$ cat config.mk
export PLATFORM = sky130hd
export DESIGN_NAME = key_scan_to_midi_events
export DESIGN_NICKNAME = d
export VERILOG_FILES = /design/src/hdl/ksme_pkg.sv /design/src/hdl/ksme_ctrl.sv /design/src/hdl/ksme_dp.sv /design/src/hdl/key_scan_to_midi_events.sv
export VERILOG_INCLUDE_DIRS = /design/src /design/src/hdl
export SDC_FILE = /design/constraint.sdc
export NUM_CORES = 1
export LEC_CHECK = 0
export BUFFER_PORTS_ARGS = -buffer_cell sky130_fd_sc_hd__buf_2
export CAP_MARGIN = 10
export CELL_PAD_IN_SITES_DETAIL_PLACEMENT = 0
export CELL_PAD_IN_SITES_GLOBAL_PLACEMENT = 1
export CORE_MARGIN = 10
export CORE_UTILIZATION = 30
export DETAILED_ROUTE_END_ITERATION = 10
export PLACE_DENSITY_LB_ADDON = 0.1
export SETUP_SLACK_MARGIN = 0.05
export SYNTH_ARGS = -nofsm -noshare
export SYNTH_HDL_FRONTEND = slang
export SYNTH_SLANG_ARGS = --single-unit
$ cat constraint.sdc
create_clock -name clk -period 4.1 [get_ports clk]
set_clock_uncertainty 0.2 [all_clocks]
set_input_delay 0.205 -clock clk [delete_from_list [all_inputs] [get_ports clk]]
set_output_delay 0.205 -clock clk [all_outputs]
set_load 0.02 [all_outputs]
$ cat src/hdl/assert_macros.svh
// assertion macros shared by the key scan encoder modules
// no dependencies; included inside module bodies
`ifndef ASSERT_MACROS_SVH
`define ASSERT_MACROS_SVH

// property must hold at every edge outside reset
`define KSME_ASSERT(lbl, clk, rst_n, expr) \
  lbl: assert property (@(posedge clk) disable iff (!rst_n) (expr)) \
    else $error("ksme assertion failed");

// antecedent implies consequent on the next edge
`define KSME_ASSERT_NEXT(lbl, clk, rst_n, ante, cons) \
  lbl: assert property (@(posedge clk) disable iff (!rst_n) (ante) |=> (cons)) \
    else $error("ksme assertion failed");

`endif

$ cat src/hdl/ksme_pkg.sv
// shared types, constants and helpers for the key scan to midi event encoder
// no dependencies
`timescale 1ns / 1ps

package ksme_pkg;

  localparam int NUM_KEYS = 12;
  localparam int KEY_W    = (NUM_KEYS > 1) ? $clog2(NUM_KEYS) : 1;

  localparam int PRESSED_W = 12;
  localparam int OCT_W     = 3;
  localparam int CHAN_W    = 4;
  localparam int STATUS_W  = 8;
  localparam int NOTE_W    = 7;
  localparam int VEL_W     = 7;
  localparam int IN_DATA_W  = 16;
  localparam int OUT_DATA_W = 24;

  localparam logic [STATUS_W-1:0] STATUS_NOTE_ON  = 8'h90;
  localparam logic [STATUS_W-1:0] STATUS_NOTE_OFF = 8'h80;
  localparam logic [VEL_W-1:0]    VELOCITY_ON     = 7'd127;
  localparam logic [VEL_W-1:0]    VELOCITY_OFF    = 7'd0;
  localparam logic [NOTE_W-1:0]   NOTE_BASE       = 7'd24;

  typedef enum logic [1:0] {
    ST_IDLE = 2'b01,
    ST_WALK = 2'b10
  } ksme_state_t;

  typedef struct packed {
    logic load;
    logic step;
  } ksme_cmd_t;

  typedef struct packed {
    logic out_free;
    logic key_done;
    logic last_key;
  } ksme_sts_t;

  // scan field to internal key vector, keys past the field are never pressed
  function automatic logic [NUM_KEYS-1:0] to_keys(input logic [PRESSED_W-1:0] scan);
    logic [15:0]         ext;
    logic [NUM_KEYS-1:0] r;
    ext = {4'b0, scan};
    for (int i = 0; i < NUM_KEYS; i++) begin
      r[i] = ext[i];
    end
    return r;
  endfunction

  // 12*octave + 24 + key, kept to 7 bits
  function automatic logic [NOTE_W-1:0] note_of(input logic [OCT_W-1:0] oct,
                                                input logic [KEY_W-1:0] key);
    logic [NOTE_W-1:0] o;
    o = {{(NOTE_W-OCT_W){1'b0}}, oct};
    return (o << 3) + (o << 2) + NOTE_BASE + NOTE_W'(key);
  endfunction

endpackage

$ cat src/hdl/ksme_ctrl.sv
// controller for the key walk: idle / walk sequencing
// depends on ksme_pkg and assert_macros.svh
`timescale 1ns / 1ps

module ksme_ctrl (
  input  logic               clk,
  input  logic               rst_n,
  input  logic               in_tvalid,
  output logic               in_tready,
  input  ksme_pkg::ksme_sts_t sts,
  output ksme_pkg::ksme_cmd_t cmd
);
  import ksme_pkg::*;
  `include "assert_macros.svh"

  ksme_state_t state_r, state_nxt;
  logic        walk_end;

  assign in_tready = (state_r == ST_IDLE);
  assign cmd.load  = in_tvalid & in_tready;
  assign cmd.step  = (state_r == ST_WALK) & sts.out_free;
  assign walk_end  = cmd.step & sts.key_done & sts.last_key;

  always_comb begin
    state_nxt = state_r;
    case (state_r)
      ST_IDLE: begin
        if (cmd.load) state_nxt = ST_WALK;
      end
      ST_WALK: begin
        if (walk_end) state_nxt = ST_IDLE;
      end
      default: state_nxt = ST_IDLE;
    endcase
  end

  always_ff @(posedge clk) begin
    if (!rst_n) begin
      state_r <= ST_IDLE;
    end else begin
      state_r <= state_nxt;
    end
  end

  // the scan after the last key ends must be takeable at once
  `KSME_ASSERT_NEXT(a_walk_end_idle, clk, rst_n, walk_end, in_tready)

endmodule

$ cat src/hdl/ksme_dp.sv
// datapath: scan, held keys, octave history, event forming and output register
// depends on ksme_pkg and assert_macros.svh
`timescale 1ns / 1ps

module ksme_dp (
  input  logic                                clk,
  input  logic                                rst_n,
  input  logic [ksme_pkg::IN_DATA_W-1:0]      in_tdata,
  input  logic                                cfg_valid,
  input  logic                                cfg_ready,
  input  logic [ksme_pkg::CHAN_W-1:0]         cfg_data,
  output logic                                out_tvalid,
  input  logic                                out_tready,
  output logic [ksme_pkg::OUT_DATA_W-1:0]     out_tdata,
  output logic                                out_tlast,
  input  ksme_pkg::ksme_cmd_t                 cmd,
  output ksme_pkg::ksme_sts_t                 sts
);
  import ksme_pkg::*;
  `include "assert_macros.svh"

  logic [NUM_KEYS-1:0] pressed_r, held_r, held_nxt;
  logic [OCT_W-1:0]    oct_r, prev_oct_r;
  logic [CHAN_W-1:0]   chan_r;
  logic [KEY_W-1:0]    key_r, last_key_r, last_key_nxt;
  logic                phase_r;
  logic                changed;

  logic                out_valid_r;
  logic [STATUS_W-1:0] status_r;
  logic [NOTE_W-1:0]   note_r;
  logic [VEL_W-1:0]    vel_r;
  logic                last_r;

  logic [NUM_KEYS-1:0] in_keys, active;
  logic [OCT_W-1:0]    in_oct, ev_oct;
  logic                p, h, has_event, two, ev_on, key_done, at_last_key;

  assign in_keys = to_keys(in_tdata[PRESSED_W-1:0]);
  assign in_oct  = in_tdata[PRESSED_W +: OCT_W];
  assign changed = (oct_r != prev_oct_r);

  // highest key of the incoming scan that will emit anything
  always_comb begin
    last_key_nxt = '0;
    for (int i = 0; i < NUM_KEYS; i++) begin
      active[i] = (in_keys[i] ^ held_r[i]) | (in_oct != prev_oct_r);
      if (active[i]) last_key_nxt = KEY_W'(i);
    end
  end

  // events of the key under walk
  assign p         = pressed_r[key_r];
  assign h         = held_r[key_r];
  assign has_event = (p ^ h) | changed;
  assign two       = p & h & changed;
  assign ev_on     = p & (~h | phase_r);
  // note-off of a released key uses the current octave, other note-offs the old one
  assign ev_oct    = (ev_on | (~p & h)) ? oct_r : prev_oct_r;
  assign key_done  = ~two | phase_r;
  assign at_last_key = (key_r == KEY_W'(NUM_KEYS - 1));

  assign sts.out_free = ~out_valid_r | out_tready;
  assign sts.key_done = key_done;
  assign sts.last_key = at_last_key;

  always_comb begin
    held_nxt = held_r;
    held_nxt[key_r] = p;
  end

  always_ff @(posedge clk) begin
    if (!rst_n) begin
      held_r      <= '0;
      prev_oct_r  <= '0;
      chan_r      <= '0;
      out_valid_r <= 1'b0;
      key_r       <= '0;
      phase_r     <= 1'b0;
    end else begin
      if (cfg_valid && cfg_ready) chan_r <= cfg_data;

      if (cmd.load) begin
        pressed_r  <= in_keys;
        oct_r      <= in_oct;
        last_key_r <= last_key_nxt;
        key_r      <= '0;
        phase_r    <= 1'b0;
      end

      if (cmd.step) begin
        if (key_done) begin
          held_r  <= held_nxt;
          phase_r <= 1'b0;
          if (!at_last_key) key_r <= key_r + 1'b1;
          else prev_oct_r <= oct_r;
        end else begin
          phase_r <= 1'b1;
        end
      end

      if (cmd.step && has_event) begin
        out_valid_r <= 1'b1;
        status_r    <= (ev_on ? STATUS_NOTE_ON : STATUS_NOTE_OFF)
                       | {{(STATUS_W-CHAN_W){1'b0}}, chan_r};
        note_r      <= note_of(ev_oct, key_r);
        vel_r       <= ev_on ? VELOCITY_ON : VELOCITY_OFF;
        last_r      <= (key_r == last_key_r) & key_done;
      end else if (out_tready) begin
        out_valid_r <= 1'b0;
      end
    end
  end

  assign out_tvalid = out_valid_r;
  assign out_tdata  = {2'b00, vel_r, note_r, status_r};
  assign out_tlast  = last_r;

  // a word is never formed over one still waiting
  `KSME_ASSERT(a_no_overwrite, clk, rst_n, !(cmd.step && has_event && out_valid_r && !out_tready))
  // octave history moves on when the walk closes
  `KSME_ASSERT_NEXT(a_prev_oct, clk, rst_n, cmd.step && key_done && at_last_key,
                    prev_oct_r == $past(oct_r))

endmodule

$ cat src/hdl/key_scan_to_midi_events.sv
// Key scan to MIDI note event encoder, top level.
// The scan is loaded first, then the walk steps key 0 and registers its word, if any.
// The key walker visits one key per cycle while the output is free; a key
// with an off/on pair is visited twice, and output back-pressure stalls the walk.
// A new scan is taken only once the walk of the last one has ended.
// Reset (rst_n low, synchronous): no keys held, previous octave 0, channel 0.
`timescale 1ns / 1ps

module key_scan_to_midi_events (
  input  logic                              clk,
  input  logic                              rst_n,
  input  logic                              in_tvalid,
  output logic                              in_tready,
  input  logic [ksme_pkg::IN_DATA_W-1:0]    in_tdata,   // [11:0] pressed_keys, [14:12] octave
  output logic                              out_tvalid,
  input  logic                              out_tready,
  output logic [ksme_pkg::OUT_DATA_W-1:0]   out_tdata,  // [7:0] status_byte, [14:8] note_number,
                                                        // [21:15] velocity
  output logic                              out_tlast,
  input  logic                              cfg_valid,
  output logic                              cfg_ready,
  input  logic [ksme_pkg::CHAN_W-1:0]       cfg_data
);
  import ksme_pkg::*;

  ksme_cmd_t cmd;
  ksme_sts_t sts;

  // the user must write the channel only between scans; the block does not enforce it
  assign cfg_ready = 1'b1;

  ksme_ctrl u_ctrl (
    .clk       (clk),
    .rst_n     (rst_n),
    .in_tvalid (in_tvalid),
    .in_tready (in_tready),
    .sts       (sts),
    .cmd       (cmd)
  );

  ksme_dp u_dp (
    .clk        (clk),
    .rst_n      (rst_n),
    .in_tdata   (in_tdata),
    .cfg_valid  (cfg_valid),
    .cfg_ready  (cfg_ready),
    .cfg_data   (cfg_data),
    .out_tvalid (out_tvalid),
    .out_tready (out_tready),
    .out_tdata  (out_tdata),
    .out_tlast  (out_tlast),
    .cmd        (cmd),
    .sts        (sts)
  );

endmodule
# Word-level counts from Yosys, hierarchy flattened
# Cells that the tools add are included.
# W data, S select, Z words.
word_totals:
  register_bits: 69
  inputBits: 25
  out_inout_bits: 28
  elab_cells: 115
op_classes:
  addsub: 4
  magnitude_cmp: 2
  n_eq_ne: 8
  muxes: 32
  bitwise_logic: 42
  n_reduce_logical: 11
op_table:
  columns: ["cell", "count"]
  rows:
  - ["$mux W4", 4]
  - ["$or A1 B1 Y1", 16]
  - ["$mux W3", 5]
  - ["$bwmux W12", 1]
  - ["$mux W2", 6]
  - ["$xor A1 B1 Y1", 12]
  - ["$mux W1", 10]
  - ["$and A1 B1 Y1", 9]
  - ["$bmux W1 S4", 2]
  - ["$or A8 B4 Y8", 1]
  - ["$reduce_and A2 Y1", 4]
  - ["$add A6 B5 Y7", 1]
  - ["$add A7 B4 Y7", 1]
  - ["$add A7 B5 Y7 const B", 1]
  - ["$mux W7", 1]
  - ["$ne A3 B3 Y1", 2]
  - ["$lt A4 B5 Y1 const B", 1]
  - ["$mux W5", 1]
  - ["$add A4 B1 Y4 const B", 1]
  - ["$demux W1 S4", 1]
  - ["$eq A4 B4 Y1", 1]
  - ["$eq A4 B4 Y1 const B", 1]
  - ["$ge A4 B1 Y1 const B", 1]
  - ["$not A1 Y1", 4]
  - ["other kinds (10)", 12]

# Logic depth before layout (Yosys ltp)
# Gate-level depths: netlist of run 1.
logic_depth:
  depth_word: 12
  depth_mapped: 13
  ltp_nobuf: 12

# Hierarchy
# Synthesis of run 1 repeated with hierarchy kept, for this count alone.
hier_totals:
  cells_unflattened: 273
  hier_area_um2: 3071.7
by_module_without_submodules:
  columns: ["mod", "n_inst", "cells_per_inst", "area_each_um2", "seq_area_each_um2"]
  rows:
  - ["ksme_dp", 1, 261, 2960.3, 1461.4]
  - ["ksme_ctrl", 1, 10, 100.1, 40.0]
  - ["key_scan_to_midi_events", 1, 2, 11.3, 0.0]

# Least setup slack after synthesis of run 1
# Ideal clock, no wire load.
synth_path:
  path_kind: "reg2reg"
  startpoint: "reg u_dp.key_r[0]"
  endpoint: "reg u_dp.note_r[5] (data pin)"
  setup_ns: 0.269
  arrival_ns: 3.205
  required_ns: 3.631
  path_slack_ns: 0.426
  path_stages_with_launch: 12
  path_buffers: 0
  synth_period_minus_slack_ns: 3.674
  cell_sequence: "dfxtp_1 mux4_2 and3_2 a31o_2 mux2i_4 mux2_2 inv_1 ha_1 fa_1 inv_1 ha_1 fa_1"
synth_between:
  elab_chain_cells: 10
  word_cells_on_any_way: 14
  classes_between: "add/sub (3); mux (5); bitwise (6)"
synth_lines:
  columns: ["element", "line", "text"]
  rows:
  - ["from (decl)", "ksme_dp.sv:25", "logic [KEY_W-1:0] key_r, last_key_r, last_key_nxt;"]
  - ["from (signal assigned)", "ksme_dp.sv:95", "if (!at_last_key) key_r <= key_r + 1'b1;"]
  - ["$bmux W1 S4", "ksme_dp.sv:54", "assign h = held_r[key_r];"]
  - ["$mux W1 (implied by the code)", "ksme_dp.sv:54", null]
  - ["$not A1 Y1", "ksme_dp.sv:57", "assign ev_on = p & (~h | phase_r);"]
  - ["$or A1 B1 Y1", "ksme_dp.sv:57", null]
  - ["$and A1 B1 Y1", "ksme_dp.sv:57", null]
  - ["$or A1 B1 Y1", "ksme_dp.sv:59", "assign ev_oct = (ev_on | (~p & h)) ? oct_r : prev_oct_r;"]
  - ["$mux W3", "ksme_dp.sv:59", null]
  - ["$add A6 B5 Y7", "ksme_pkg.sv:57", "return (o << 3) + (o << 2) + NOTE_BASE + NOTE_W'(key);"]
  - ["$add A7 B5 Y7", "ksme_pkg.sv:57", null]
  - ["$add A7 B4 Y7 *", "ksme_pkg.sv:57", null]
  - ["to (signal assigned)", "ksme_dp.sv:106", "note_r <= note_of(ev_oct, key_r);"]
  - ["to (decl)", "ksme_dp.sv:31", "logic [NOTE_W-1:0] note_r;"]
# Mark *: on every way between the ends. The rest lies on a longest branch, timed or not. The select of a mux whose other input is x is not followed.
# A chain may end at the register's enable or synchronous reset.

# Worst setup path after layout of run 1
# Same ends and word-level chain as after synthesis.

==> results.toml, run 1 <==
[finish]
drive_above_1_share_pct = 27.5
final_common_cell = "buf_2"
fillCellCount = 992
final_cell_mix = "45 x buf_2, 32 x edfxtp_1, 27 x nor2_1, 27 x dfxtp_1, 21 x mux2i_1"
fin_cells = 467
num_antenna_cells = 0
area_growth_pct = 24.9
postLayoutCellArea_mm2 = 0.00376
layout.nets = 367

[worst_hold_path]
holdPathStages = 3
hp-class = "in -> reg"

[yosys]
ys_seq_area_share_pct = 49.8
synth_top_cell_by_area = "edfxtp_1"
synth.area.top_cells = "edfxtp_1 32%, dfxtp_1 18%, mux2i_1 7.0%"
synthFlopType = "edfxtp_1"
syn-cell-area_mm2 = 0.00302
syn-mean-instance-area_um2 = 11.6
synth_edf_count = 32
synthArstFlopShare_pct = 0
ys_seq_elements = 59
netlist_instances = 259
synth.distinct_cells = 45
yosysTopAreaCellShare_pct = 31.9
yosysWarnings = 0

[setup_path]
crit_arrival_ns = 3.69
worstSetupPathType = "reg -> reg"
worstSetupStartpoint = "u_dp.key_r[0]"
required_ns = 3.99
cp_slowest_cell = "mux4_2"
worstSetupEndpointType = "register"
worstPathCellList = "mux4_2, and3_2, a31o_2, mux2i_4, mux2_2, inv_1, ha_1, fa_1, inv_1, ha_1, fa_1"
rr_endpoint = "u_dp.note_r[5]"
max_stage_delay_ns = 0.55
crit_end = "u_dp.note_r[5]"
worst-path-buf-inv = 2
cp_max_fo = 3
r2r_cells = 11
r2r_setup_slack_ns = 0.30
crit_cells = 11
critical_path.startpoint_type = "register"
r2r-start = "u_dp.key_r[0]"
critical-path-top-delay-family = "adder cells"

[cts]
cts_tree = "done"
holdBufCountCts = 20
cts_setup_buffers = 0
cts-root-buf = "clkbuf_8"
insertion_delay_ns = 0.34
clock-sinks = 59
numCtsBuffers = 9
ctsLongestPathBuffers = 2
cts_resized = 0
clkTransAtPathRegs_ns = 0.07
h-tree-depth = 3

[place]
hpwl_um = 5130
portBuffers = 45
place.gp.congestion = 0.777
place_inst = 431
place_area_mm2 = 0.00335

[timing]
tightest_slew_ns = 1.01
tns_ns = 0
post-route-period-util_pct = 92.7
fmax_mhz = 263
layout_min_cycle_time_ns = 3.80
rsz0062_at_grt = "no"
finalHoldViolCount = 0
relSlewSlack_pct = 32.5
drv_slew = 0
setup_viol = 0

[floorplanning]
start_util_pct = 30.8
die_h_um = 120
placementRows = 36
fp.dieW_um = 120
die-area_mm2 = 0.0145
coreArea_mm2 = 0.00977
ios = 53

[drt]
drt_pass1_iterations = 4
drt-initial-drc-count = 63
drtAntennaViolNets = 0
wl_um = 6800
route.detailed.wl_per_inst_um = 14.6
vias_per_cell = 4.37
drc_errors = 0
vias = 2042

[pwr]
powerDensity_mw_per_mm2 = 357
vdd_drop_max_mv = 0.150
p_leak_uw = 0.00155

[run_status]
status = "completed"

[grt]
antenna_found_initial = 0
grt_max_degree = 26
grt_pass1_wl_um = 11300
grt_pass1_vias = 2149
gr-total-overflow = 0
grt_usage_pct = 10.0

[flow_run]
drv_cap = 0
## through the flow
step	worst slack, ns	total power, uW	hold slack, ns	util [%]
final	0.301	1340	0.00562	38.5
after global routing	0.109	1410	0.0153	38.5
after CTS	0.263	1360	0.000885	38.5
after detailed placement	0.264	762	0.187	34.3
after global placement	0.268	762	0.183	34.3
after floorplan	0.426	730	0.104	-
## per-layer routing
layer  part of all wire, %  routed length [um]  global-route usage (%)
met1                    48                3240                    12.7
met2                    45                3090                    15.1
met3                   5.8                 391                    3.91
met4                   1.1                  74                    3.62
met5                     0                   0                       0
## logic make-up after synthesis
logic type | Yosys count | synth area share [%]
AO/OA/AOI/OAI | 20 | 4.56
XOR/XNOR | 22 | 6.39
flip-flops | 59 | 49.8
buffers and inverters | 39 | 7.43
other | 2 | 0.249
adder cells (fa/ha/maj) | 13 | 6.14
multiplexers | 31 | 13.0
AND/OR/NAND/NOR | 73 | 12.4
## how the worst min path moves through the flow
stage / start / end / slack, ns
after floorplan: in_tdata[12] / u_dp.oct_r[0] / 0.10
after global placement: in_tdata[0] / u_dp.pressed_r[0] / 0.18
after detailed placement: in_tdata[0] / u_dp.pressed_r[0] / 0.19
after CTS: cfg_valid / u_dp.chan_r[1] / 0.0009
after global routing: cfg_valid / u_dp.chan_r[2] / 0.02
final: cfg_valid / u_dp.chan_r[1] / 0.006
## cells in the mapped netlist, types with 2 or more instances
cell	number
edfxtp_1	32
dfxtp_1	27
nor2_1	27
mux2i_1	21
inv_1	18
nand3_1	17
xnor2_1	14
buf_4	13
ha_1	10
nand2_1	9
xor2_1	8
a21oi_1	6
mux4_2	5
nor2b_1	5
clkbuf_1	4
fa_1	3
mux2_2	3
nand2_2	3
o21ai_0	3
a311oi_1	2
clkbuf_8	2
conb_1	2
nand4_1	2
nor3_1	2
## state kept, by name (all words and copies together) (netlist names)
register         count
u_dp.held_r         12
u_dp.pressed_r      12
u_dp.note_r          7
u_dp.chan_r          4
u_dp.key_r           4
u_dp.last_key_r      4
u_dp.status_r        4
u_dp.oct_r           3
u_dp.prev_oct_r      3
u_ctrl.state_r       2
u_dp.out_tlast       1
u_dp.out_tvalid      1
u_dp.phase_r         1
u_dp.vel_r           1
## report_power, final
part / internal, uW / switching [uW]
Sequential: 639 / 5.49
Clock: 340 / 245
Combinational: 53.3 / 63.0
## final cells by class
type | count | area (um^2) | area share, %
clock buffers | 9 | 124 | 3.29
clock inverters | 7 | 92.6 | 2.46
flip-flops and latches | 59 | 1500 | 39.9
well taps | 133 | 166 | 4.42
inverters | 18 | 67.6 | 1.79
repair buffers | 76 | 508 | 13.5
multi-input cells | 165 | 1310 | 34.7
## worst reg2reg max path, cell delays in order, from the launching register on
cell and delay [ns]:
dfxtp_1 0.41, mux4_2 0.55, and3_2 0.23, a31o_2 0.24
mux2i_4 0.20, mux2_2 0.38, inv_1 0.10, ha_1 0.26
fa_1 0.39, inv_1 0.06, ha_1 0.14, fa_1 0.40
Power figures use the tool's default switching activity.
==> inputs of run 2 (changes only) <==
--- a/config.mk
+++ b/config.mk
@@ -13,7 +13,7 @@
 export CORE_MARGIN = 10
 export CORE_UTILIZATION = 30
 export DETAILED_ROUTE_END_ITERATION = 10
-export PLACE_DENSITY_LB_ADDON = 0.1
+export PLACE_DENSITY = 0.62
 export SETUP_SLACK_MARGIN = 0.05
 export SYNTH_ARGS = -nofsm -noshare
 export SYNTH_HDL_FRONTEND = slang
==> run 2 against run 1 <==
Net effect:
- critical path depth is the same
- clock power shrank 21%
- critical endpoint unchanged
- total power shrank 8.9%
- register-to-register slack lost 0.05 ns
- sequential share of layout area grew 0.40 points
- global-route usage shrank 0.53 points
- utilization shrank 0.38 points
- combinational power grew 3%
- hold slack gained 0.049 ns
- setup slack lost 0.046 ns
==> results.toml, run 2 (same netlist as run 1, synthesis figures left out) <==
[finish]
fillCellCount = 964
final_common_cell = "buf_2"
drive_above_1_share_pct = 26.3
final_cell_mix = "45 x buf_2, 32 x edfxtp_1, 27 x nor2_1, 27 x dfxtp_1, 24 x dlygate4sd3_1"
num_antenna_cells = 0
final_util_pct = 38.1
postLayoutCellArea_mm2 = 0.00373
area_growth_pct = 23.6
largestRegisters = "u_dp.held_r: 12 flops, u_dp.pressed_r: 12 flops, u_dp.note_r: 7 flops"
layout.nets = 367

[setup_path]
crit_arrival_ns = 3.73
required_ns = 3.99
critical_path.startpoint_type = "register"
worst-path-buf-inv = 2
worstSetupPathType = "reg -> reg"
critical-path-top-delay-family = "adder cells"
max_stage_delay_ns = 0.56
worstPathCellList = "mux4_2, and3_2, a31o_2, mux2i_4, mux2_2, inv_1, ha_1, fa_1, inv_1, ha_1, fa_1"
cp_slowest_cell = "mux4_2"
worstSetupEndpointType = "register"
cp_max_fo = 3

[floorplanning]
coreArea_mm2 = 0.00977
placementRows = 36
fp.dieW_um = 120
ios = 53
die-area_mm2 = 0.0145
start_util_pct = 30.8
die_h_um = 120

[cts]
numCtsBuffers = 9
cts_resized = 0
h-tree-depth = 3
cts_setup_buffers = 0
insertion_delay_ns = 0.34
cts-root-buf = "clkbuf_8"
clock-sinks = 59
holdBufCountCts = 24
ctsLongestPathBuffers = 2
cts_tree = "done"
clkTransAtPathRegs_ns = 0.07

[drt]
drt-initial-drc-count = 70
drtAntennaViolNets = 0
drt_pass1_iterations = 5
vias = 2023
route.detailed.wl_per_inst_um = 14.3
wl_um = 6700
vias_per_cell = 4.33
drc_errors = 0

[run_status]
status = "completed"

[timing]
rsz0062_at_grt = "no"
drv_slew = 0
worst_slack_ns = 0.255
finalHoldViolCount = 0
tns_ns = 0
setup_viol = 0
tightest_slew_ns = 1.01
relSlewSlack_pct = 32.3
post-route-period-util_pct = 93.8
holdWs_ns = 0.0543
layout_min_cycle_time_ns = 3.85
fmax_mhz = 260

[grt]
antenna_found_initial = 0
grt_max_degree = 26
gr-total-overflow = 0
grt_pass1_vias = 2140
grt_usage_pct = 9.47
grt_pass1_wl_um = 11000

[place]
place_area_mm2 = 0.00332
place.gp.congestion = 0.762
portBuffers = 45
post-place-ws_ns = 0.268
hpwl_um = 4880

[pwr]
vdd_drop_max_mv = 0.0972
p_leak_uw = 0.00152
powerDensity_mw_per_mm2 = 329

[worst_hold_path]
hp-class = "in -> reg"

[flow_run]
drv_cap = 0
-- run 2: cell types whose count changed in the layout (fill, tap and decap cells not counted), sizes merged --
cell / change
dlygate4sd3: +4
bufinv: -2
clkinvlp: +1
clkinv: +1
buf: -4
-- run 2: report_power, final --
part           internal, uW  switching (uW)  total, uW
Sequential              639            5.54        644
Combinational          56.4            63.9        120
Clock                   215             245        460
-- run 2: worst reg2reg max path, stage by stage, from the launching register on --
cell and delay, ns:
dfxtp_1 0.41, mux4_2 0.57, and3_2 0.24, a31o_2 0.24
mux2i_4 0.20, mux2_2 0.38, inv_1 0.11, ha_1 0.26
fa_1 0.39, inv_1 0.06, ha_1 0.15, fa_1 0.40
-- run 2: metal layers --
layer | global-route usage [%] | share of wire (%) | wire, um | vias to the layer above
li1 | - | - | - | 1016
met1 | 11.5 | 46 | 3070 | 959
met2 | 15.1 | 47 | 3170 | 40
met3 | 2.93 | 5.3 | 353 | 8
met4 | 4.30 | 1.6 | 109 | 0
met5 | 0 | 0 | 0 | -
-- run 2: per-stage QoR --
step                      total power, uW  cells
after floorplan                       730    263
after global placement                758    427
after detailed placement              759    427
after CTS                            1240    467
after global routing                 1280    467
final                                1220    467
-- run 2: layout make-up --
class,instances,area [um^2],area share [%]
Timing Repair Buffer,76,518,13.9
Clock buffer,9,124,3.32
Inverter,18,67.6,1.81
Clock inverter,7,45.0,1.21
Multi-Input combinational cell,165,1310,35.0
Sequential cell,59,1500,40.3
Tap cell,133,166,4.46
-- run 2: path summary, 6_finish.rpt --
path / depth (start not counted) / endpoint / start / slack, ns
max: 11 / u_dp.note_r[5] / u_dp.key_r[0] / 0.25
min reg2reg: 0 / u_dp.status_r[3] / u_dp.chan_r[3] / 0.23
min: 3 / u_dp.out_tvalid / out_tready / 0.05
max reg2reg: 11 / u_dp.note_r[5] / u_dp.key_r[0] / 0.25
